**config.mk**
```make
export PLATFORM = sky130hd
export DESIGN_NAME = audio_requantize_dither
export DESIGN_NICKNAME = d
export VERILOG_FILES = /design/src/hw/rtl/ard_pkg.sv /design/src/hw/rtl/audio_requantize_dither.sv /design/src/hw/rtl/ard_calc.sv
export SDC_FILE = /design/constraint.sdc
export NUM_CORES = 1
export LEC_CHECK = 0
export ABC_AREA = 1
export ABC_CLOCK_PERIOD_IN_PS = 8400
export BUFFER_PORTS_ARGS = -buffer_cell sky130_fd_sc_hd__buf_2
export CAP_MARGIN = 20
export CORE_ASPECT_RATIO = 0.9
export CORE_UTILIZATION = 35
export DETAILED_ROUTE_END_ITERATION = 16
export PLACE_DENSITY = 0.63
export REMOVE_ABC_BUFFERS = 1
export SYNTH_ARGS = -nofsm -noshare
export SYNTH_HDL_FRONTEND = slang
export SYNTH_SLANG_ARGS = --single-unit
```
**constraint.sdc**
```tcl
create_clock -name clock -period 8.4 [get_ports clock]
set_clock_uncertainty 0.1 [all_clocks]
set_input_delay 0.84 -clock clock [delete_from_list [all_inputs] [get_ports clock]]
set_output_delay 0.84 -clock clock [all_outputs]
set_load 0.03 [all_outputs]
```
**src/hw/rtl/ard_pkg.sv**
```systemverilog
// Types and constants for the audio requantize dither block.
`default_nettype none

package ard_pkg;

   localparam int WORD_W        = 32;
   localparam int HEADROOM_BITS = 4;
   localparam int MAX_CHANNELS  = 4;
   localparam int POS_W         = (MAX_CHANNELS > 1) ? $clog2(MAX_CHANNELS) : 1;
   localparam int RND_W         = 20;
   localparam int TBITS_W       = 6;
   localparam int CCOUNT_W      = 3;
   localparam int REQ_DATA_W    = ((WORD_W + RND_W + 7) / 8) * 8;
   localparam int CSR_INDEX_W   = 3;

   localparam logic [WORD_W-1:0] GEN_XOR = 32'h1020_4080;
   localparam logic [WORD_W-1:0] GEN_ADD = 32'h7864_9E7D;

   typedef enum logic [1:0] {
      MODE_NONE    = 2'd0,
      MODE_DEFAULT = 2'd1,
      MODE_NOISE   = 2'd2,
      MODE_SIMPLE  = 2'd3
   } mode_type;

   typedef enum logic [CSR_INDEX_W-1:0] {
      CSR_MODE        = 3'd0,
      CSR_TARGET_BITS = 3'd1,
      CSR_CHANNELS    = 3'd2,
      CSR_SEED_A      = 3'd3,
      CSR_SEED_B      = 3'd4
   } csr_index_type;

   typedef struct packed {
      mode_type                 mode;
      logic [TBITS_W-1:0]       target_bits;
      logic [CCOUNT_W-1:0]      channel_count;
      logic [WORD_W-1:0]        seed_a;
      logic [WORD_W-1:0]        seed_b;
   } ard_cfg_type;

   typedef struct packed {
      logic [WORD_W-1:0]                    gen_a;
      logic [WORD_W-1:0]                    gen_b;
      logic [MAX_CHANNELS-1:0][WORD_W-1:0]  err;
      logic [POS_W-1:0]                     pos;
   } ard_state_type;

endpackage

`default_nettype wire

```
**src/hw/rtl/audio_requantize_dither.sv**
```systemverilog
// Top level of the audio requantize dither block: registers, handshake and state.
//
// Usage: mix samples enter on the req_ stream, one request per sample, and
// dithered samples leave on the rsp_ stream in the same order, one per request.
// req_tdata carries the 32-bit sample and 20 noise bits; req_tuser set clears the
// per-channel shaping errors and the channel position and reloads the generator
// from the seeds before that request is processed. The csr_ port writes mode,
// target bits, channel count and the two generator seeds; write it only while
// the stream is idle. An accepted request is held in the request register; its
// result then moves to the result register, which drives rsp_tvalid and rsp_tdata.
// Throughput: one request per cycle unless stalled; work between the registers
// is combinational; state updates as each request moves to the result register.
// Reset (synchronous): both registers empty, generator words, errors and
// channel position zero, mode default, 16 target bits, 2 channels, seeds zero.
// When the receiver stalls the result holds; one more request is still taken
// into the request register, then req_tready drops until the result is taken.
`default_nettype none

module audio_requantize_dither (
   input  logic                              clock,
   input  logic                              reset,
   input  logic                              req_tvalid,
   output logic                              req_tready,
   input  logic [ard_pkg::REQ_DATA_W-1:0]    req_tdata,  // sample_in[31:0], random_bits[51:32], zero pad
   input  logic                              req_tuser,  // clear_state
   output logic                              rsp_tvalid,
   input  logic                              rsp_tready,
   output logic [ard_pkg::WORD_W-1:0]        rsp_tdata,  // sample_out[31:0]
   input  logic                              csr_we,
   input  logic [ard_pkg::CSR_INDEX_W-1:0]   csr_index,
   input  logic [ard_pkg::WORD_W-1:0]        csr_wdata
);
   import ard_pkg::*;

   ard_cfg_type          cfg_ff;
   ard_cfg_type          cfg_in;
   ard_state_type        state_ff;
   ard_state_type        state_in;
   ard_state_type        state_calc;
   logic                 req_valid_ff;
   logic                 req_valid_in;
   logic [WORD_W-1:0]    sample_ff;
   logic [RND_W-1:0]     rnd_ff;
   logic                 clear_ff;
   logic                 rsp_valid_ff;
   logic                 rsp_valid_in;
   logic [WORD_W-1:0]    rsp_data_ff;
   logic [WORD_W-1:0]    rsp_data_in;
   logic [WORD_W-1:0]    sample_calc;
   logic                 advance;
   logic                 req_take;

   ard_calc u_calc (
      .cfg        (cfg_ff),
      .state_cur  (state_ff),
      .sample     (sample_ff),
      .rnd        (rnd_ff),
      .clear      (clear_ff),
      .sample_out (sample_calc),
      .state_nxt  (state_calc)
   );

   assign advance    = req_valid_ff && (!rsp_valid_ff || rsp_tready);
   assign req_tready = !req_valid_ff || advance;
   assign req_take   = req_tvalid && req_tready;
   assign rsp_tvalid = rsp_valid_ff;
   assign rsp_tdata  = rsp_data_ff;

   always_comb begin
      cfg_in = cfg_ff;
      if (csr_we) begin
         unique case (csr_index)
            CSR_MODE:        cfg_in.mode          = mode_type'(csr_wdata[1:0]);
            CSR_TARGET_BITS: cfg_in.target_bits   = csr_wdata[TBITS_W-1:0];
            CSR_CHANNELS:    cfg_in.channel_count = csr_wdata[CCOUNT_W-1:0];
            CSR_SEED_A:      cfg_in.seed_a        = csr_wdata;
            CSR_SEED_B:      cfg_in.seed_b        = csr_wdata;
            default:         cfg_in               = cfg_ff;
         endcase
      end

      priority if (req_take) begin
         req_valid_in = 1'b1;
      end else if (advance) begin
         req_valid_in = 1'b0;
      end else begin
         req_valid_in = req_valid_ff;
      end

      priority if (advance) begin
         rsp_valid_in = 1'b1;
      end else if (rsp_tready) begin
         rsp_valid_in = 1'b0;
      end else begin
         rsp_valid_in = rsp_valid_ff;
      end

      state_in    = advance ? state_calc : state_ff;
      rsp_data_in = advance ? sample_calc : rsp_data_ff;
   end

   always_ff @(posedge clock) begin
      if (reset) begin
         cfg_ff.mode          <= MODE_DEFAULT;
         cfg_ff.target_bits   <= TBITS_W'(16);
         cfg_ff.channel_count <= CCOUNT_W'(2);
         cfg_ff.seed_a        <= '0;
         cfg_ff.seed_b        <= '0;
         state_ff             <= '0;
         req_valid_ff         <= 1'b0;
         rsp_valid_ff         <= 1'b0;
      end else begin
         cfg_ff       <= cfg_in;
         state_ff     <= state_in;
         req_valid_ff <= req_valid_in;
         rsp_valid_ff <= rsp_valid_in;
      end
   end

   // Payload registers: load on accept, hold otherwise.
   always_ff @(posedge clock) begin
      if (req_take) begin
         sample_ff <= req_tdata[WORD_W-1:0];
         rnd_ff    <= req_tdata[WORD_W+RND_W-1:WORD_W];
         clear_ff  <= req_tuser;
      end
      rsp_data_ff <= rsp_data_in;
   end

endmodule

`default_nettype wire

```
**src/hw/rtl/ard_calc.sv**
```systemverilog
// Single-pass dither datapath: noise generator, shaped rounding, channel step.
`default_nettype none

module ard_calc (
   input  ard_pkg::ard_cfg_type            cfg,
   input  ard_pkg::ard_state_type          state_cur,
   input  logic [ard_pkg::WORD_W-1:0]      sample,
   input  logic [ard_pkg::RND_W-1:0]       rnd,
   input  logic                            clear,
   output logic [ard_pkg::WORD_W-1:0]      sample_out,
   output ard_pkg::ard_state_type          state_nxt
);
   import ard_pkg::*;

   ard_state_type        st;
   logic [TBITS_W:0]     noise_shift;
   logic                 noise_on;
   logic [WORD_W-1:0]    ga_rot;
   logic [WORD_W-1:0]    ga_new;
   logic [WORD_W-1:0]    ga_swap;
   logic [WORD_W-1:0]    gb_new;
   logic [WORD_W-1:0]    noise_sample;
   logic                 tb_ok;
   logic                 cc_ok;
   logic [TBITS_W-1:0]   rshift;
   logic                 rs_ok;
   logic                 simple_on;
   logic [WORD_W-1:0]    low_mask;
   logic [WORD_W-1:0]    err_cur;
   logic [WORD_W-1:0]    val;
   logic [WORD_W-1:0]    rounded;
   logic [CCOUNT_W:0]    pos_inc;

   always_comb begin
      // Apply a clear before the item is processed.
      st = state_cur;
      if (clear) begin
         st.gen_a = cfg.seed_a;
         st.gen_b = cfg.seed_b;
         st.err   = '0;
         st.pos   = '0;
      end

      // Noise generator step.
      noise_shift  = {1'b0, cfg.target_bits} + (TBITS_W+1)'(HEADROOM_BITS + 1);
      noise_on     = (noise_shift < (TBITS_W+1)'(WORD_W));
      ga_rot       = {st.gen_a[WORD_W-2:0], st.gen_a[WORD_W-1]} ^ GEN_XOR;
      ga_new       = ga_rot + GEN_ADD + {st.gen_b[WORD_W-3:0], 2'b00};
      ga_swap      = {ga_new[WORD_W/2-1:0], ga_new[WORD_W-1:WORD_W/2]};
      gb_new       = st.gen_b + ga_swap + {ga_swap[WORD_W-3:0], 2'b00};
      noise_sample = sample + WORD_W'($signed(gb_new) >>> noise_shift[4:0]);

      // Shaped rounding: noise minus bias plus half step reduces to the masked noise.
      tb_ok     = (cfg.target_bits == TBITS_W'(8)) || (cfg.target_bits == TBITS_W'(16)) ||
                  (cfg.target_bits == TBITS_W'(24));
      cc_ok     = (cfg.channel_count == CCOUNT_W'(1)) || (cfg.channel_count == CCOUNT_W'(2)) ||
                  (cfg.channel_count == CCOUNT_W'(4));
      rshift    = TBITS_W'(WORD_W - HEADROOM_BITS) - cfg.target_bits;
      rs_ok     = (rshift != '0) && (rshift < TBITS_W'(WORD_W)) && !rshift[TBITS_W-1];
      simple_on = tb_ok && cc_ok && rs_ok;
      low_mask  = (WORD_W'(1) << rshift[4:0]) - WORD_W'(1);
      err_cur   = st.err[st.pos];
      val       = sample + {err_cur[WORD_W-1], err_cur[WORD_W-1:1]};
      rounded   = (val + ({{(WORD_W-RND_W){1'b0}}, rnd} & low_mask)) & ~low_mask;

      state_nxt  = st;
      sample_out = sample;
      unique case (cfg.mode)
         MODE_NONE: begin
            sample_out = sample;
         end
         MODE_SIMPLE: begin
            if (simple_on) begin
               sample_out            = rounded;
               state_nxt.err[st.pos] = val - rounded;
            end
         end
         MODE_DEFAULT, MODE_NOISE: begin
            if (noise_on) begin
               sample_out      = noise_sample;
               state_nxt.gen_a = ga_new;
               state_nxt.gen_b = gb_new;
            end
         end
         default: begin
            sample_out = sample;
         end
      endcase

      // Advance the channel position, wrapping at the channel count or MAX_CHANNELS.
      pos_inc = {{(CCOUNT_W+1-POS_W){1'b0}}, st.pos} + (CCOUNT_W+1)'(1);
      if ((pos_inc >= {1'b0, cfg.channel_count}) ||
          (pos_inc >= (CCOUNT_W+1)'(MAX_CHANNELS))) begin
         state_nxt.pos = '0;
      end else begin
         state_nxt.pos = pos_inc[POS_W-1:0];
      end
   end

endmodule

`default_nettype wire

```
==> results by group <==
Floorplan
  – Site Rows: 104
  – Die X: 319.8 um
  – Starting Density: 35.44%
  – DIE HEIGHT: 288.0 um
  – Full die area: 92,120 sq um
  – Boundary Pins: 131
  – Core area: 89,790 sq um

STA
  – Count of final setup violators: 14
  – Tcrit/Tclk final: 101.6%
  – Setup TNS: -0.9514 ns
  – RSZ-0062 raised after global routing: true
  – Pins Over Slew Limit: 0
  – Final hold viol count: 0
  – FMAX: 117.1 MHz
  – Rel. slew slack: 15.36%
  – Min Tclk post-route: 8.536 ns
  – Fin worst setup slack: -0.1363 ns
  – Tightest Pin Transition: 1.270 ns

Setup path
  – Peak fanout along the critical path: 5
  – CP endpoint kind: flop
  – Setup crit start: clear_ff$_DFFE_PP_
  – CP max stage delay: 0.43 ns
  – CP max-delay cell: fa_1
  – Crit Path Category: flop to flop
  – Data required time of the critical path: 8.67 ns
  – CP Capture Point: rsp_tdata[26]$_DFFE_PP_
  – Reg2reg setup slack: -0.14 ns
  – Reg2reg start: clear_ff$_DFFE_PP_
  – Cell count of the worst reg-to-reg path: 44
  – CP Data Arrival Time: 8.81 ns
  – Worst setup SP type: flop
  – Reg-to-reg endpoint: rsp_tdata[26]$_DFFE_PP_
  – Crit-path most repeated cell: buf_4

Detailed routing
  – DR pass1 iterations: 6
  – DRT iter0 DRCs: 3,686
  – Via count: 37,296
  – Post-Route WL: 131,800 um
  – Final ANT Viol Nets: 0
  – Via density per instance: 5.386
  – Residual DRC: 0
  – Wire length per cell: 19.03 um

Synthesis
  – Seq cells post-synth: 352
  – Synth area leader: dfxtp_1
  – Post-Syn Area per Cell: 6.516 sq um
  – Yosys cell types: 70
  – Most common cell in the synthesized netlist: nand2_1
  – Async S/R FF share, synth: 0%
  – Top FF cell, synth: dfxtp_1
  – Post-synth EDFFs: 85
  – Top cells by count, synth: nand2_1, inv_1, a21oi_1
  – Yosys Warn Count: 0
  – Post-Syn Area: 31,820 sq um
  – Synth top area cells: dfxtp_1, nand2_1, ha_1, a21oi_1, edfxtp_1
  – Register area share after synthesis: 24.82%
  – Post-synth top area share: 16.80%
  – Cells after Synth: 4,883

Clocking
  – CTS root buffer: clkbuf_16
  – Worst skew pair latency: 0.62 ns
  – Clk slew on worst S/H paths: 0.08 ns
  – Max clock buf depth: 3
  – Clock Sinks: 352
  – CTS tree: done
  – Clock H-tree levels: 2
  – CTS Hold Bufs: 0
  – CTS Buf Count: 41

Finish
  – Post-layout net count: 6,082
  – Layout area overhead: 40.35%
  – Layout cell share with drive strength beyond 1: 30.60%

Global route
  – Grt ovf: 0
  – Vias in the first global route: 33,092
  – Gr usage total: 26.67%
  – Initial antenna violation count: 11
  – Largest net degree at the start of global routing: 183
  – First-pass GRT wire length: 192,200 um

Outcome
  – Status: finished with violations
  – Violated checks: setup timing

Job
  – MaxCap Viol Count: 0

Placement
  – HPWL Detailed: 97,050 um
  – # port buffers: 126
  – GP Congestion: 1.007

Hold path
  – Hold Path Class: input pin to flop
## routing by layer
metal / track usage [%] / wire length, um / up-vias
li1: - / - / 18123
met1: 40.03 / 61730 / 17520
met2: 39.38 / 54830 / 1469
met3: 4.228 / 11940 / 178
met4: 6.082 / 3240 / 6
met5: 0 / 36 / -
## cell type report
class / count / area [sq um]
fillers: 8828 / 45130
clock inverters: 22 / 275.3
clock buffers: 54 / 1167
repair buffers: 1030 / 7779
flip-flops and latches: 352 / 7898
diodes: 1 / 2.502
inverters: 608 / 2310
well taps: 1166 / 1459
multi-input cells: 3692 / 23770
## repair_timing
action                     in CTS  in global routing
pin swaps                      46                228
setup endpoints to repair      34                 57
setup buffers                  20                 61
cloned                          1                  5
resized for setup             165                585
## cells in the final DEF (no fill, tap or decap), types with 46 or more instances in the layout
master and instances:
a21oi_2 51, buf_2 125, edfxtp_1 85, inv_1 542, clkbuf_16 46, buf_4 862
nand2_2 107, inv_2 57, o211ai_1 72, xor2_1 87, nand3_2 78, a31oi_1 104
a221oi_1 57, ha_4 71, nand2_1 971, dfxtp_1 267, o21ai_1 47, o21ai_2 52
a21oi_1 462, nor2_1 360, ha_1 164, nand3_1 229, o21ai_0 329
## critical path, delay by kind of cell, from the launching register on
family,cells,cell delay [ns]
buffers and inverters,9,1.28
AND/OR/NAND/NOR,13,1.80
flip-flops,1,0.35
adder cells (fa/ha/maj),5,1.62
AO/OA/AOI/OAI,15,2.81
XOR/XNOR,2,0.33
## through the flow
step | setup WS, ns | utilization [%] | std cells | instance area, sq um | hold slack (ns)
5_1_grt | -0.4598 | 49.73 | 6924 | 44650 | 0.2824
3_3_place_gp | -0.5325 | 43.67 | 6763 | 39210 | 0.3371
3_5_place_dp | -0.5795 | 43.67 | 6763 | 39210 | 0.3493
4_1_cts | -0.08908 | 46.18 | 6860 | 41460 | 0.2690
6_report | -0.1363 | 49.74 | 6925 | 44660 | 0.2933
2_1_floorplan | -3.653 | - | 4652 | 30860 | 0.3258
## worst min-delay path by stage
stage,to,from,depth (start not counted)
floorplan,cfg_ff[32]$_SDFFE_PP0P_,cfg_ff[32]$_SDFFE_PP0P_,2
global placement,cfg_ff[39]$_SDFFE_PP0P_,cfg_ff[39]$_SDFFE_PP0P_,2
detailed placement,cfg_ff[56]$_SDFFE_PP0P_,cfg_ff[56]$_SDFFE_PP0P_,2
CTS,sample_ff[27]$_DFFE_PP_,req_tdata[27],1
global route,sample_ff[27]$_DFFE_PP_,req_tdata[27],1
finish,sample_ff[27]$_DFFE_PP_,req_tdata[27],1
## registers in the layout, indices dropped and copies added, names as in the netlist
name          count
state_ff        190
sample_ff        32
req_valid_ff      1
rsp_tvalid        1
clear_ff          1
cfg_ff           75
rnd_ff           20
rsp_tdata        32
## logic make-up (layout without fill, tap and decap cells)
group	count (synthesis)	in the layout	share of synthesized area (%)
flops	352	352	24.82
other cells	0	1	0
compound gates	1318	1318	23.57
xor+xnor	152	152	4.255
simple gates	1954	1954	26.19
fa+ha+maj	260	260	10.70
buf+inv	839	1714	10.22
mux	8	8	0.2517
Power is not shown: default switching activity piles up to over one toggle a cycle in this logic, so the estimate is an artifact.
